### config.mk
export PLATFORM = sky130hd
export DESIGN_NAME = clipped_sprite_blit
export DESIGN_NICKNAME = d
export VERILOG_FILES = /design/src/rtl/csb_pkg.sv /design/src/rtl/csb_addr.sv /design/src/rtl/clipped_sprite_blit.sv
export VERILOG_INCLUDE_DIRS = /design/src /design/src/rtl
export SDC_FILE = /design/constraint.sdc
export NUM_CORES = 1
export LEC_CHECK = 0
export ABC_CLOCK_PERIOD_IN_PS = 5400
export BUFFER_PORTS_ARGS = -buffer_cell sky130_fd_sc_hd__buf_4
export CORE_ASPECT_RATIO = 1.25
export CORE_MARGIN = 10
export CORE_UTILIZATION = 58
export CTS_CLUSTER_DIAMETER = 50
export CTS_CLUSTER_SIZE = 14
export DETAILED_ROUTE_END_ITERATION = 7
export GPL_ROUTABILITY_DRIVEN = 0
export PLACE_DENSITY_LB_ADDON = 0.08
export SKIP_CTS_REPAIR_TIMING = 1
export SLEW_MARGIN = 5
export SYNTH_ARGS = -nofsm -noshare
export SYNTH_HDL_FRONTEND = slang
export SYNTH_HIERARCHICAL = 1
export SYNTH_SLANG_ARGS = --single-unit
### constraint.sdc
create_clock -name clk -period 5.4 [get_ports clk]
set_input_delay 0.54 -clock clk [delete_from_list [all_inputs] [get_ports clk]]
set_output_delay 0.54 -clock clk [all_outputs]
set_load 0.05 [all_outputs]
### src/rtl/clipped_sprite_blit_macros.svh
// Assertion macros used by the sprite blitter RTL.
// Each macro expects clk and rst_n to be visible where it is used.
`ifndef CLIPPED_SPRITE_BLIT_MACROS_SVH
`define CLIPPED_SPRITE_BLIT_MACROS_SVH

// Antecedent implies consequent in the same cycle.
`define CSB_ASSERT_SAME(label, ante, cons, msg) \
    label: assert property (@(posedge clk) disable iff (!rst_n) (ante) |-> (cons)) \
        else $error(msg);

// Antecedent implies consequent in the following cycle.
`define CSB_ASSERT_NEXT(label, ante, cons, msg) \
    label: assert property (@(posedge clk) disable iff (!rst_n) (ante) |=> (cons)) \
        else $error(msg);

`endif

### src/rtl/csb_pkg.sv
// Package for the clipped sprite blitter: widths, reset values, register
// indexes and the control struct passed between pipeline stages. No dependencies.
package csb_pkg;

    // Fixed field widths.
    localparam int DIM_W      = 13;
    localparam int POS_W      = 16;
    localparam int SPEED_W    = 11;
    localparam int ADDR_W     = 24;
    localparam int CFG_IDX_W  = 3;
    localparam int CFG_DATA_W = 16;
    localparam int ACC_W      = 32;

    // Defaults for the top-level parameters.
    localparam int DEFAULT_MAX_DIM    = 4096;
    localparam int DEFAULT_PIXEL_BITS = 32;

    // Register reset values.
    localparam logic [DIM_W-1:0] RST_SPRITE_WIDTH  = 13'd1;
    localparam logic [DIM_W-1:0] RST_SPRITE_HEIGHT = 13'd1;
    localparam logic [DIM_W-1:0] RST_FRAME_WIDTH   = 13'd640;
    localparam logic [DIM_W-1:0] RST_FRAME_HEIGHT  = 13'd480;

    // Configuration register indexes.
    typedef enum logic [CFG_IDX_W-1:0] {
        REG_SPRITE_WIDTH  = 3'd0,
        REG_SPRITE_HEIGHT = 3'd1,
        REG_FRAME_WIDTH   = 3'd2,
        REG_FRAME_HEIGHT  = 3'd3,
        REG_START_X       = 3'd4,
        REG_START_Y       = 3'd5,
        REG_SPEED_X       = 3'd6,
        REG_SPEED_Y       = 3'd7
    } cfg_reg_t;

    // Control bits of the position stage, handed to the address stage.
    typedef struct packed {
        logic valid;
        logic in_frame;
        logic done;
    } csb_ctl_t;

endpackage

### src/rtl/csb_addr.sv
// Address stage of the sprite blitter: forms y*frame_width+x and holds the
// output register. Depends on csb_pkg.
module csb_addr #(
    parameter int PIXEL_BITS = csb_pkg::DEFAULT_PIXEL_BITS
) (
    input  logic                        clk,
    input  logic                        rst_n,
    input  csb_pkg::csb_ctl_t           s1_ctl,
    input  logic [csb_pkg::DIM_W-1:0]   s1_x,
    input  logic [csb_pkg::DIM_W-1:0]   s1_y,
    input  logic [PIXEL_BITS-1:0]       s1_pixel,
    input  logic [csb_pkg::DIM_W-1:0]   frame_width,
    input  logic                        out_ready,
    output logic                        out_valid,
    output logic                        write_enable,
    output logic [csb_pkg::ADDR_W-1:0]  write_address,
    output logic [PIXEL_BITS-1:0]       pixel_out,
    output logic                        sprite_done,
    output logic                        advance
);
    import csb_pkg::*;

    logic                    out_valid_reg;
    logic                    we_reg;
    logic [ADDR_W-1:0]       addr_reg;
    logic [PIXEL_BITS-1:0]   pixel_reg;
    logic                    done_reg;

    logic [2*DIM_W-1:0]      product;
    logic [2*DIM_W:0]        linear;
    logic [ADDR_W-1:0]       addr_next;
    logic [PIXEL_BITS-1:0]   pixel_next;

    // The output register moves when it is empty or being drained.
    assign advance = !out_valid_reg || out_ready;

    // Linear address; suppressed writes give zero address and zero word.
    always_comb
    begin
        product    = s1_y * frame_width;
        linear     = {1'b0, product} + (2*DIM_W+1)'(s1_x);
        addr_next  = s1_ctl.in_frame ? linear[ADDR_W-1:0] : '0;
        pixel_next = s1_ctl.in_frame ? s1_pixel : '0;
    end

    // Output valid flag.
    always_ff @(posedge clk or negedge rst_n)
    begin
        if (!rst_n)
        begin
            out_valid_reg <= 1'b0;
        end
        else if (advance)
        begin
            out_valid_reg <= s1_ctl.valid;
        end
    end

    // Output payload.
    always_ff @(posedge clk)
    begin
        if (advance)
        begin
            we_reg    <= s1_ctl.in_frame;
            addr_reg  <= addr_next;
            pixel_reg <= pixel_next;
            done_reg  <= s1_ctl.done;
        end
    end

    assign out_valid     = out_valid_reg;
    assign write_enable  = we_reg;
    assign write_address = addr_reg;
    assign pixel_out     = pixel_reg;
    assign sprite_done   = done_reg;

endmodule

### src/rtl/clipped_sprite_blit.sv
// Clipped sprite blitter: an accepted word goes through the position stage
// (counter and 32-bit adders) and then the 13x13 address multiply stage to its
// result word on the output; throughput is one word per cycle while the output
// is not stalled. Stall on the output backs up through both stages with no loss.
// Asynchronous active-low reset loads the register defaults, clears the
// sprite counters and motion offsets, and empties the pipeline.
module clipped_sprite_blit #(
    parameter int MAX_DIM    = csb_pkg::DEFAULT_MAX_DIM,
    parameter int PIXEL_BITS = csb_pkg::DEFAULT_PIXEL_BITS
) (
    input  logic                            clk,
    input  logic                            rst_n,
    input  logic                            cfg_write,
    input  logic [csb_pkg::CFG_IDX_W-1:0]   cfg_index,
    input  logic [csb_pkg::CFG_DATA_W-1:0]  cfg_data,
    input  logic                            in_valid,
    output logic                            in_ready,
    input  logic [PIXEL_BITS-1:0]           pixel_in,
    output logic                            out_valid,
    input  logic                            out_ready,
    output logic                            write_enable,
    output logic [csb_pkg::ADDR_W-1:0]      write_address,
    output logic [PIXEL_BITS-1:0]           pixel_out,
    output logic                            sprite_done
);
    import csb_pkg::*;

`include "clipped_sprite_blit_macros.svh"

    localparam int CW = $clog2(MAX_DIM);
    localparam int EW = (CW + 1 > DIM_W) ? CW + 1 : DIM_W;

    // Configuration registers.
    logic [DIM_W-1:0]    sprite_width_reg;
    logic [DIM_W-1:0]    sprite_height_reg;
    logic [DIM_W-1:0]    frame_width_reg;
    logic [DIM_W-1:0]    frame_height_reg;
    logic [POS_W-1:0]    start_x_reg;
    logic [POS_W-1:0]    start_y_reg;
    logic [SPEED_W-1:0]  speed_x_reg;
    logic [SPEED_W-1:0]  speed_y_reg;

    // Sprite walk state.
    logic [CW-1:0]       col_reg;
    logic [CW-1:0]       row_reg;
    logic [ACC_W-1:0]    offset_x_reg;
    logic [ACC_W-1:0]    offset_y_reg;
    logic [CW-1:0]       col_next;
    logic [CW-1:0]       row_next;
    logic [ACC_W-1:0]    offset_x_next;
    logic [ACC_W-1:0]    offset_y_next;

    // Position stage register.
    csb_ctl_t               s1_ctl_reg;
    logic [DIM_W-1:0]       s1_x_reg;
    logic [DIM_W-1:0]       s1_y_reg;
    logic [PIXEL_BITS-1:0]  s1_pixel_reg;

    logic            s1_en;
    logic            in_fire;
    logic            s2_advance;
    logic [EW-1:0]   sw_ext;
    logic [EW-1:0]   sh_ext;
    logic [EW-1:0]   w_eff;
    logic [EW-1:0]   h_eff;
    logic [EW-1:0]   col_inc;
    logic [EW-1:0]   row_inc;
    logic            col_wrap;
    logic            row_wrap;
    logic            done;
    logic [ACC_W-1:0] pos_x;
    logic [ACC_W-1:0] pos_y;
    logic            in_frame;

    // The position stage takes a word whenever it can hand its own one on.
    assign s1_en    = !s1_ctl_reg.valid || s2_advance;
    assign in_ready = s1_en;
    assign in_fire  = in_valid && s1_en;

    // Configuration writes.
    always_ff @(posedge clk or negedge rst_n)
    begin
        if (!rst_n)
        begin
            sprite_width_reg  <= RST_SPRITE_WIDTH;
            sprite_height_reg <= RST_SPRITE_HEIGHT;
            frame_width_reg   <= RST_FRAME_WIDTH;
            frame_height_reg  <= RST_FRAME_HEIGHT;
            start_x_reg       <= '0;
            start_y_reg       <= '0;
            speed_x_reg       <= '0;
            speed_y_reg       <= '0;
        end
        else if (cfg_write)
        begin
            case (cfg_reg_t'(cfg_index))
                REG_SPRITE_WIDTH:  sprite_width_reg  <= cfg_data[DIM_W-1:0];
                REG_SPRITE_HEIGHT: sprite_height_reg <= cfg_data[DIM_W-1:0];
                REG_FRAME_WIDTH:   frame_width_reg   <= cfg_data[DIM_W-1:0];
                REG_FRAME_HEIGHT:  frame_height_reg  <= cfg_data[DIM_W-1:0];
                REG_START_X:       start_x_reg       <= cfg_data[POS_W-1:0];
                REG_START_Y:       start_y_reg       <= cfg_data[POS_W-1:0];
                REG_SPEED_X:       speed_x_reg       <= cfg_data[SPEED_W-1:0];
                REG_SPEED_Y:       speed_y_reg       <= cfg_data[SPEED_W-1:0];
                default:           ;
            endcase
        end
    end

    // Effective sprite size: zero acts as one, large sizes saturate.
    always_comb
    begin
        sw_ext = EW'(sprite_width_reg);
        sh_ext = EW'(sprite_height_reg);
        if (sw_ext == '0)
            w_eff = EW'(1);
        else if (sw_ext > EW'(MAX_DIM))
            w_eff = EW'(MAX_DIM);
        else
            w_eff = sw_ext;
        if (sh_ext == '0)
            h_eff = EW'(1);
        else if (sh_ext > EW'(MAX_DIM))
            h_eff = EW'(MAX_DIM);
        else
            h_eff = sh_ext;
    end

    // Counter stepping and motion update at the end of each sprite.
    always_comb
    begin
        col_inc       = EW'(col_reg) + EW'(1);
        row_inc       = EW'(row_reg) + EW'(1);
        col_wrap      = col_inc >= w_eff;
        row_wrap      = row_inc >= h_eff;
        done          = col_wrap && row_wrap;
        col_next      = col_wrap ? '0 : col_inc[CW-1:0];
        row_next      = row_reg;
        offset_x_next = offset_x_reg;
        offset_y_next = offset_y_reg;
        if (col_wrap)
        begin
            row_next = row_wrap ? '0 : row_inc[CW-1:0];
        end
        if (done)
        begin
            offset_x_next = offset_x_reg + {{(ACC_W-SPEED_W){speed_x_reg[SPEED_W-1]}}, speed_x_reg};
            offset_y_next = offset_y_reg + {{(ACC_W-SPEED_W){speed_y_reg[SPEED_W-1]}}, speed_y_reg};
        end
    end

    // Frame position; negative values are huge unsigned and fail the bound test.
    always_comb
    begin
        pos_x    = {{(ACC_W-POS_W){start_x_reg[POS_W-1]}}, start_x_reg} + offset_x_reg
                   + ACC_W'(col_reg);
        pos_y    = {{(ACC_W-POS_W){start_y_reg[POS_W-1]}}, start_y_reg} + offset_y_reg
                   + ACC_W'(row_reg);
        in_frame = (pos_x < ACC_W'(frame_width_reg)) && (pos_y < ACC_W'(frame_height_reg));
    end

    // Walk state registers.
    always_ff @(posedge clk or negedge rst_n)
    begin
        if (!rst_n)
        begin
            col_reg      <= '0;
            row_reg      <= '0;
            offset_x_reg <= '0;
            offset_y_reg <= '0;
        end
        else if (in_fire)
        begin
            col_reg      <= col_next;
            row_reg      <= row_next;
            offset_x_reg <= offset_x_next;
            offset_y_reg <= offset_y_next;
        end
    end

    // Position stage control.
    always_ff @(posedge clk or negedge rst_n)
    begin
        if (!rst_n)
        begin
            s1_ctl_reg <= '0;
        end
        else if (s1_en)
        begin
            s1_ctl_reg.valid    <= in_valid;
            s1_ctl_reg.in_frame <= in_frame;
            s1_ctl_reg.done     <= done;
        end
    end

    // Position stage payload; an in-frame position fits the frame width.
    always_ff @(posedge clk)
    begin
        if (s1_en)
        begin
            s1_x_reg     <= pos_x[DIM_W-1:0];
            s1_y_reg     <= pos_y[DIM_W-1:0];
            s1_pixel_reg <= pixel_in;
        end
    end

    csb_addr #(
        .PIXEL_BITS (PIXEL_BITS)
    ) u_addr (
        .clk           (clk),
        .rst_n         (rst_n),
        .s1_ctl        (s1_ctl_reg),
        .s1_x          (s1_x_reg),
        .s1_y          (s1_y_reg),
        .s1_pixel      (s1_pixel_reg),
        .frame_width   (frame_width_reg),
        .out_ready     (out_ready),
        .out_valid     (out_valid),
        .write_enable  (write_enable),
        .write_address (write_address),
        .pixel_out     (pixel_out),
        .sprite_done   (sprite_done),
        .advance       (s2_advance)
    );

    // A suppressed write carries a zero address and a zero word.
    `CSB_ASSERT_SAME(a_suppress_zero, out_valid && !write_enable,
        write_address == '0 && pixel_out == '0, "suppressed write with nonzero payload")

    // A full pipeline facing a stalled output takes no new word.
    `CSB_ASSERT_SAME(a_full_stall, s1_ctl_reg.valid && out_valid && !out_ready,
        !in_ready, "word accepted into a full pipeline")

    // The last pixel of a sprite returns both counters to the origin.
    `CSB_ASSERT_NEXT(a_done_clears, in_fire && done,
        col_reg == '0 && row_reg == '0, "counters not cleared after sprite end")

endmodule

After elaboration in Yosys (flattened, before gate mapping)
Cells that the tools add are included.
{"block": "totals", "ff_bits": 314, "latchBits": 0, "ramBits": 0, "mem_bits_ro": 0, "input_bits": 56, "out_inout_bits": 60, "mem_count": 0}
{"block": "op_classes", "addsub": 9, "mul": 1, "div": 0, "n_lt_le_gt_ge": 6, "eq_ne": 7, "n_shift": 0, "n_mux": 6, "n_bitwise": 0, "n_reduce_logical": 20}
{"operator": "adder 32 bit", "count": 4}
{"operator": "adder 32 x 12 -> 32 bit", "count": 2}
{"operator": "< comparator 32 x 13 -> 1 bit", "count": 2}
{"operator": "2-to-1 mux 13 bit", "count": 4}
{"operator": "adder 12 x 1 -> 13 bit, second input constant", "count": 2}
{"operator": ">= comparator 13 bit", "count": 2}
{"operator": "> comparator 13 bit, second input constant", "count": 2}
{"operator": "logical NOT 13 bit", "count": 2}
{"operator": "adder 24 x 13 -> 24 bit", "count": 1}
{"operator": "multiplier 13 x 13 -> 24 bit", "count": 1}
{"operator": "2-to-1 mux 12 bit", "count": 2}
{"operator": "AND reduction 2 bit", "count": 10}
{"operator": "equality test 3 bit, second input constant", "count": 4}
{"operator": "equality test 3 x 2 -> 1 bit, second input constant", "count": 2}
{"operator": "equality test 3 x 1 -> 1 bit, second input constant", "count": 1}
{"operator": "logical AND 1 bit", "count": 3}
{"operator": "logical NOT 3 bit", "count": 1}
{"operator": "logical NOT 1 bit", "count": 2}
{"operator": "logical OR 1 bit", "count": 2}

Depth between registers and ports, before layout
Gate-level depths: netlist (run 1).
{"block": "logic_depth", "depth_word": 6, "ltp_mapped": 24, "depth_no_buf": 24}

By module
The synthesis (run 1) kept the hierarchy.
{"module": "clipped_sprite_blit", "n_inst": 1, "cells_per_inst": 1804, "area_per_inst_um2": 18014.8}
{"module": "csb_addr", "n_inst": 1, "cells_per_inst": 817, "area_per_inst_um2": 8097.8}

Worst setup path before layout (run 1)
No wires, ideal clock.
{"block": "synth_timing", "path_kind": "register to register", "from": "register s1_y_reg[7]", "to": "register u_addr.addr_reg[23], in the netlist u_addr/write_address[23], data pin", "arrival_ps": 5442, "required_ps": 5138, "slack_ps": -305, "stages_incl_launch_ff": 23, "period_less_slack_ps": 5705, "cell_sequence": "edfxtp_1 clkbuf_1 and2_1 fa_1 inv_1 fa_1 inv_1 fa_1 inv_1 fa_1 inv_1 fa_1 inv_1 fa_1 inv_1 ha_1 a21oi_1 o21ai_1 a21oi_1 o221ai_2 a41oi_2 o21ai_1 mux2_1"}
{"block": "synth_between", "elab_chain_cells": 2}
{"item": "from (decl)", "line": "clipped_sprite_blit.sv:56", "source": "logic [DIM_W-1:0] s1_y_reg;"}
{"item": "from (signal assigned)", "line": "clipped_sprite_blit.sv:202", "source": "s1_y_reg <= pos_y[DIM_W-1:0];"}
{"item": "multiplier 13 x 13 -> 24 bit", "line": "csb_addr.sv:40", "source": "product = s1_y * frame_width;"}
{"item": "adder 24 x 13 -> 24 bit", "line": "csb_addr.sv:41", "source": "linear = {1'b0, product} + (2*DIM_W+1)'(s1_x);"}
{"item": "to (signal assigned)", "line": "csb_addr.sv:65", "source": "addr_reg <= addr_next;"}
{"item": "to (decl)", "line": "csb_addr.sv:25", "source": "logic [ADDR_W-1:0] addr_reg;"}
Every way passes these cells.
A chain may end at the register's enable or synchronous reset.

Final worst setup path (run 1)
{"block": "layout_timing", "from": "register frame_width_reg[2]", "to": "register u_addr.addr_reg[22], in the netlist u_addr/write_address[22], data pin"}
{"block": "layout_between", "elab_chain_cells": 2}
{"item": "from (decl)", "line": "clipped_sprite_blit.sv:36", "source": "logic [DIM_W-1:0] frame_width_reg;"}
{"item": "from (signal assigned)", "line": "clipped_sprite_blit.sv:99", "source": "REG_FRAME_WIDTH: frame_width_reg <= cfg_data[DIM_W-1:0];"}
{"item": "multiplier 13 x 13 -> 24 bit", "line": "csb_addr.sv:40"}
{"item": "adder 24 x 13 -> 24 bit", "line": "csb_addr.sv:41"}
Every way passes these cells.

==> impl_metrics.csv, run 1 <==
group,metric,value,unit
timing,slew_headroom,14.18,%
logic_synthesis,synth_edf_count,116,
finish,layout_commonest_cell,"ha_1",
timing,timing.hold.ws,0.08888,ns
clock_network,clkLatencyLatePin,0.57,ns
place,pre_cts_ws,-0.2141,ns
finish,synthToLayoutAreaGrowth,14.69,%
detailed_routing,drtAntennaViolNets,0,
finish,register_area,8454,um^2
finish,multi_input_area,16640,um^2
setup_path,critPathArrivalTime,5.86,ns
timing,finalSetupViolCount,6,
global_routing,antenna_found_initial,1,
logic_synthesis,ys_types,95,
place,hpwl,49090,um
setup_path,critPathLaunchType,"flip-flop",
setup_path,cp-end-kind,"flip-flop",
floorplanning,num_io_pins,116,
logic_synthesis,synth-seq-cells,314,
floorplanning,core_area,44330,um^2
setup_path,path_cells,"buf_4 > and2_1 > fa_1 > inv_1 > fa_1 > inv_1 > fa_1 > fa_1 > fa_1 > inv_2 > fa_1 > inv_2 > ha_4 > and4_1 > o211ai_1 > a21o_1 > or2_1 > nand4_1 > o311ai_1",
timing,fmax,180.1,MHz
place,dp_cells,3352,
timing,worst_slew_pin_slew,1.255,ns
min_path,hold_path_class,"in -> async",
setup_path,max_stage_delay,0.53,ns
floorplanning,dieWidth,209.8,um
detailed_routing,drt-initial-drc-count,1083,
global_routing,track_usage,23.19,%
logic_synthesis,dominantRegCellSynth,"dfrtp_1",
floorplanning,die_area,53960,um^2
logic_synthesis,ys_seq_area_share,32.35,%
detailed_routing,route.detailed.drc,0,
floorplanning,die_h,257.2,um
global_routing,grt_start_max_net_pins,104,
logic_synthesis,postSynthAreaPerCell,9.963,um^2
clock_network,htree_levels,2,
setup_path,cp_common_cell,"fa_1",
detailed_routing,viasPerCell,5.806,
detailed_routing,routed_wl,63860,um
timing,fin_worst_skew,0.01985,ns
clock_network,cts_num_sinks,314,
timing,period_share,102.8,%
place,port_buffers,115,
timing,layout_setup_ws,-0.1530,ns
outcome,status,"finished with violations",
clock_network,cts_max_path_buffers,3,
logic_synthesis,syn_inst,2621,
floorplanning,rows,86,
finish,fillCellCount,3486,
global_routing,overflow,0,
timing,timing.final.hold_violations,0,
detailed_routing,num_vias,19920,
setup_path,crit_fanout,6,
logic_synthesis,synth-async-reset-ratio,63.06,%
outcome,violations,"setup timing",
finish,layout-drive-gt1-share,18.26,%
finish,fin_cells,3431,
clock_network,cts_tree,"built",
clock_network,clkTransAtPathRegs,0.06,ns
timing,min_period,5.553,ns
finish,final_cell_mix,"ha_1 (286), nand2_1 (262), buf_4 (249)",
setup_path,required,5.71,ns
detailed_routing,wl_per_cell,18.61,um
setup_path,slowest_stage,"fa_1",
finish,final_net_count,3332,
floorplanning,initial_core_util,58.90,%
clock_network,cts_buffers,38,
setup_path,criticalPathCategory,"reg -> reg",
timing,rsz0062_at_grt,"yes",
run,drv_cap,0,
clock_network,cts_root_buffer,"clkbuf_16",
global_routing,grt_pass1_vias,20490,
detailed_routing,first_pass_iters,6,
global_routing,grt_pass1_wl,103500,um
logic_synthesis,yosysWarnings,6,
logic_synthesis,syn_nets,3125,
logic_synthesis,syn_area,26110,um^2
timing,drv_slew,0,
synthesized netlist by cell type (12+ instances only):
cell | count | share of area, %
edfxtp_1 | 116 | 13
xnor2_1 | 73 | 2.4
nand4_1 | 30 | 0.72
xor2_1 | 70 | 2.3
o21a_1 | 17 | 0.49
nand2_1 | 265 | 3.8
o21bai_1 | 16 | 0.46
fa_1 | 157 | 12
nor2_1 | 104 | 1.5
nand3_1 | 52 | 1.0
a21o_1 | 64 | 1.8
clkbuf_1 | 73 | 1.0
nor3_1 | 32 | 0.61
mux2_2 | 100 | 4.3
dfrtp_1 | 190 | 18
o21ai_0 | 154 | 3.0
nor4_1 | 12 | 0.29
and3_1 | 27 | 0.65
a21oi_1 | 130 | 2.5
ha_1 | 291 | 14
nand2b_1 | 25 | 0.60
o21ai_1 | 27 | 0.52
a31oi_1 | 22 | 0.53
and2_1 | 133 | 3.2
inv_1 | 233 | 3.3
nor2b_1 | 17 | 0.41
a211oi_1 | 20 | 0.57
metal layers:
layer | track usage (%) | part of all wire (%) | up-vias
met3 | 3.442 | 4.2 | 139
met2 | 41.08 | 51 | 451
met5 | 0 | 0 | -
met1 | 27.56 | 41 | 9798
met4 | 9.386 | 4.0 | 0
li1 | - | - | 9534
metrics by stage:
stage	utilization (%)	cell area, um^2	TNS, ns
6_report	67.55	29950	-0.4668
5_1_grt	67.55	29950	-2.205
4_1_cts	66.88	29650	-1.205
3_5_place_dp	63.99	28370	-1.086
3_3_place_gp	63.99	28370	-0.4241
2_1_floorplan	-	26210	-0.1374
path summary, 6_finish.rpt:
check	from	endpoint	slack, ns	cells after the start
max	frame_width_reg[2]$_DFFE_PN0P_	u_addr/write_address[22]$_SDFFCE_PN0P_	-0.15	19
min	rst_n	sprite_width_reg[12]$_DFFE_PN0P_	0.09	1
max reg2reg	frame_width_reg[2]$_DFFE_PN0P_	u_addr/write_address[22]$_SDFFCE_PN0P_	-0.15	19
min reg2reg	s1_ctl_reg[0]$_DFFE_PN0N_	u_addr/sprite_done$_DFFE_PP_	0.46	0
max in group asynchronous	rst_n	start_x_reg[14]$_DFFE_PN0P_	4.08	2
min in group clk	pixel_in[11]	s1_pixel_reg[11]$_DFFE_PN_	0.15	1
cells by family (layout without fill, tap and decap cells):
logic type | Yosys count | count (layout) | synth area share, %
other | 0 | 1 | 0
AOI/OAI and AO/OA | 541 | 541 | 13.12
xor gates and xnor gates | 143 | 143 | 4.796
buffers and inverters | 325 | 561 | 5.093
and+or+nand+nor | 743 | 744 | 14.07
muxes | 107 | 107 | 4.590
adders and majority gates | 448 | 448 | 25.98
DFF | 314 | 314 | 32.35
area by class of cell:
cell class / count / area share [%]
tap: 572 / 2.390
timing repair buffer: 256 / 6.572
multi-input combinational: 1983 / 55.57
antenna: 1 / 0.008356
inverter: 235 / 2.950
clock buffer: 48 / 3.476
sequential: 314 / 28.23
clock inverter: 22 / 0.8021
critical path, delay by kind of cell, from the launching register on:
kind                     cells  cell delay (ns)
flip-flops                   1             0.44
AND/OR/NAND/NOR              4             0.76
adder cells (fa/ha/maj)      7             3.33
AO/OA/AOI/OAI                3             0.41
buffers and inverters        5             0.37
Power of run 1 is not shown: default switching activity piles up to over one toggle a cycle in this logic, so the estimate is an artifact.
==> run 2, diff against run 1 <==
--- a/config.mk
+++ b/config.mk
@@ -8,7 +8,6 @@
 export LEC_CHECK = 0
 export ABC_CLOCK_PERIOD_IN_PS = 5400
 export BUFFER_PORTS_ARGS = -buffer_cell sky130_fd_sc_hd__buf_4
-export CORE_ASPECT_RATIO = 1.25
 export CORE_MARGIN = 10
 export CORE_UTILIZATION = 58
 export CTS_CLUSTER_DIAMETER = 50
==> run 2 against run 1 <==
Effect of this change:
- the flow still finishes with violations (setup timing)
- wire length fell by 2.2%
- die area about the same
- sequential share of layout area about the same
- non-clock buffer count decreased by 8
- first-iteration DRC count fell by 1.3%
- critical path depth stayed put
==> impl_metrics.csv, run 2 (synthesized netlist as in run 1, its figures left out) <==
group,metric,value,unit
place,hpwl,47710,um
setup_path,cp-end-kind,"flip-flop",
global_routing,track_usage,23.04,%
timing,fmax,179.4,MHz
timing,drv_slew,0,
detailed_routing,routed_wl,62430,um
outcome,status,"finished with violations",
timing,period_share,103.3,%
detailed_routing,route.detailed.drc,0,
timing,slew_headroom,5.441,%
finish,synthToLayoutAreaGrowth,14.73,%
floorplanning,die_h,232.2,um
finish,final_net_count,3324,
timing,rsz0062_at_grt,"yes",
clock_network,htree_levels,2,
finish,design_area,29960,um^2
finish,antenna_cells,0,
place,dp_cells,3359,
global_routing,grt_pass1_vias,19990,
floorplanning,die_area,53910,um^2
clock_network,cts_num_sinks,314,
clock_network,cts_buffers,39,
detailed_routing,drtAntennaViolNets,0,
clock_network,cts_max_path_buffers,3,
floorplanning,core_area,44410,um^2
finish,register_area,8451,um^2
finish,final_cell_mix,"ha_1 (283), nand2_1 (264), buf_4 (233)",
global_routing,grt_start_max_net_pins,113,
place,dpl_cell_area,28300,um^2
finish,layout-drive-gt1-share,18.24,%
timing,timing.hold.ws,0.07887,ns
clock_network,clkTransAtPathRegs,0.07,ns
floorplanning,dieWidth,232.2,um
floorplanning,rows,77,
detailed_routing,wl_per_cell,18.13,um
finish,layout_commonest_cell,"ha_1",
timing,timing.final.hold_violations,0,
floorplanning,num_io_pins,116,
timing,finalSetupViolCount,8,
min_path,hold_path_class,"in -> async",
clock_network,cts_root_buffer,"clkbuf_16",
setup_path,required,5.72,ns
detailed_routing,viasPerCell,5.740,
run,drv_cap,0,
global_routing,antenna_found_initial,1,
clock_network,cts_tree,"built",
timing,fin_worst_skew,0.03145,ns
global_routing,grt_pass1_wl,101600,um
finish,fillCellCount,3445,
detailed_routing,first_pass_iters,5,
setup_path,criticalPathCategory,"reg -> reg",
finish,fin_cells,3443,
timing,min_period,5.576,ns
setup_path,critPathArrivalTime,5.90,ns
timing,layout_setup_ws,-0.1755,ns
timing,worst_slew_pin_slew,1.383,ns
clock_network,clkLatencyLatePin,0.57,ns
outcome,violations,"setup timing",
detailed_routing,num_vias,19760,
floorplanning,initial_core_util,58.79,%
setup_path,crit_fanout,4,
place,port_buffers,115,
finish,multi_input_area,16660,um^2
setup_path,critPathLaunchType,"flip-flop",
global_routing,overflow,0,
detailed_routing,drt-initial-drc-count,1069,
setup_path,rr_worst_depth,19,
[run 2: cell types whose count changed in the layout (fill, tap and decap cells not counted), moves of 3 or more]
cell / previous run / this run
clkinvlp_4: 3 / 6
buf_6: 4 / 12
clkinv_4: 6 / 2
buf_4: 249 / 233
and2_4: 4 / 8
nand2_2: 6 / 3
o21ai_1: 23 / 27
and2_1: 129 / 125
dfrtp_2: 5 / 2
inv_8: 2 / 5
ha_1: 286 / 283
dfrtp_1: 185 / 188
[run 2: final cells by class]
cell class                      instances  share of cell area [%]
Tap cell                              592                   2.472
Clock buffer                           49                   3.521
Multi-Input combinational cell       1982                   55.60
Sequential cell                       314                   28.21
Inverter                              235                   2.948
Timing Repair Buffer                  248                   6.469
Clock inverter                         23                  0.7851
[run 2: path summary, 6_finish.rpt]
kind	startpoint	to	slack (ns)
worst max register to register	s1_y_reg[9]$_DFFE_PN_	u_addr/write_address[23]$_SDFFCE_PN0P_	-0.18
min in group clk	pixel_in[12]	s1_pixel_reg[12]$_DFFE_PN_	0.15
worst max-delay path	s1_y_reg[9]$_DFFE_PN_	u_addr/write_address[23]$_SDFFCE_PN0P_	-0.18
worst min register to register	s1_ctl_reg[0]$_DFFE_PN0N_	u_addr/sprite_done$_DFFE_PP_	0.48
max in group asynchronous	rst_n	frame_width_reg[1]$_DFFE_PN0P_	4.10
worst min-delay path	rst_n	sh_ext[8]$_DFFE_PN0P_	0.08
[run 2: critical path: stages, from the launching register on]
cell and delay, ns:
edfxtp_1 0.46, and2_4 0.18, fa_1 0.54, inv_1 0.05
fa_1 0.48, inv_1 0.05, fa_1 0.50, fa_1 0.43
fa_1 0.51, inv_1 0.05, fa_1 0.49, inv_2 0.05
ha_4 0.30, nand2_4 0.05, o21ai_2 0.15, a21oi_2 0.08
o221ai_4 0.21, a41oi_2 0.19, o21ai_1 0.21, mux2_4 0.31
[run 2: per-layer routing]
metal,wire [um],up-vias,track usage [%]
li1,-,9538,-
met1,26850,9675,29.37
met2,30570,435,39.29
met3,3155,114,3.347
met4,1850,0,8.066
met5,0,-,0
[run 2: stage by stage]
step           utilization [%]  TNS (ns)  setup WS [ns]
6_report                 67.46   -0.6683        -0.1755
5_1_grt                  67.46    -2.612        -0.3430
4_1_cts                  66.63    -1.565        -0.2466
3_5_place_dp             63.73    -1.442        -0.2527
3_3_place_gp             63.73   -0.3720        -0.1295
2_1_floorplan                -   -0.1374        -0.1374
Power of run 2 is left out for the same reason.
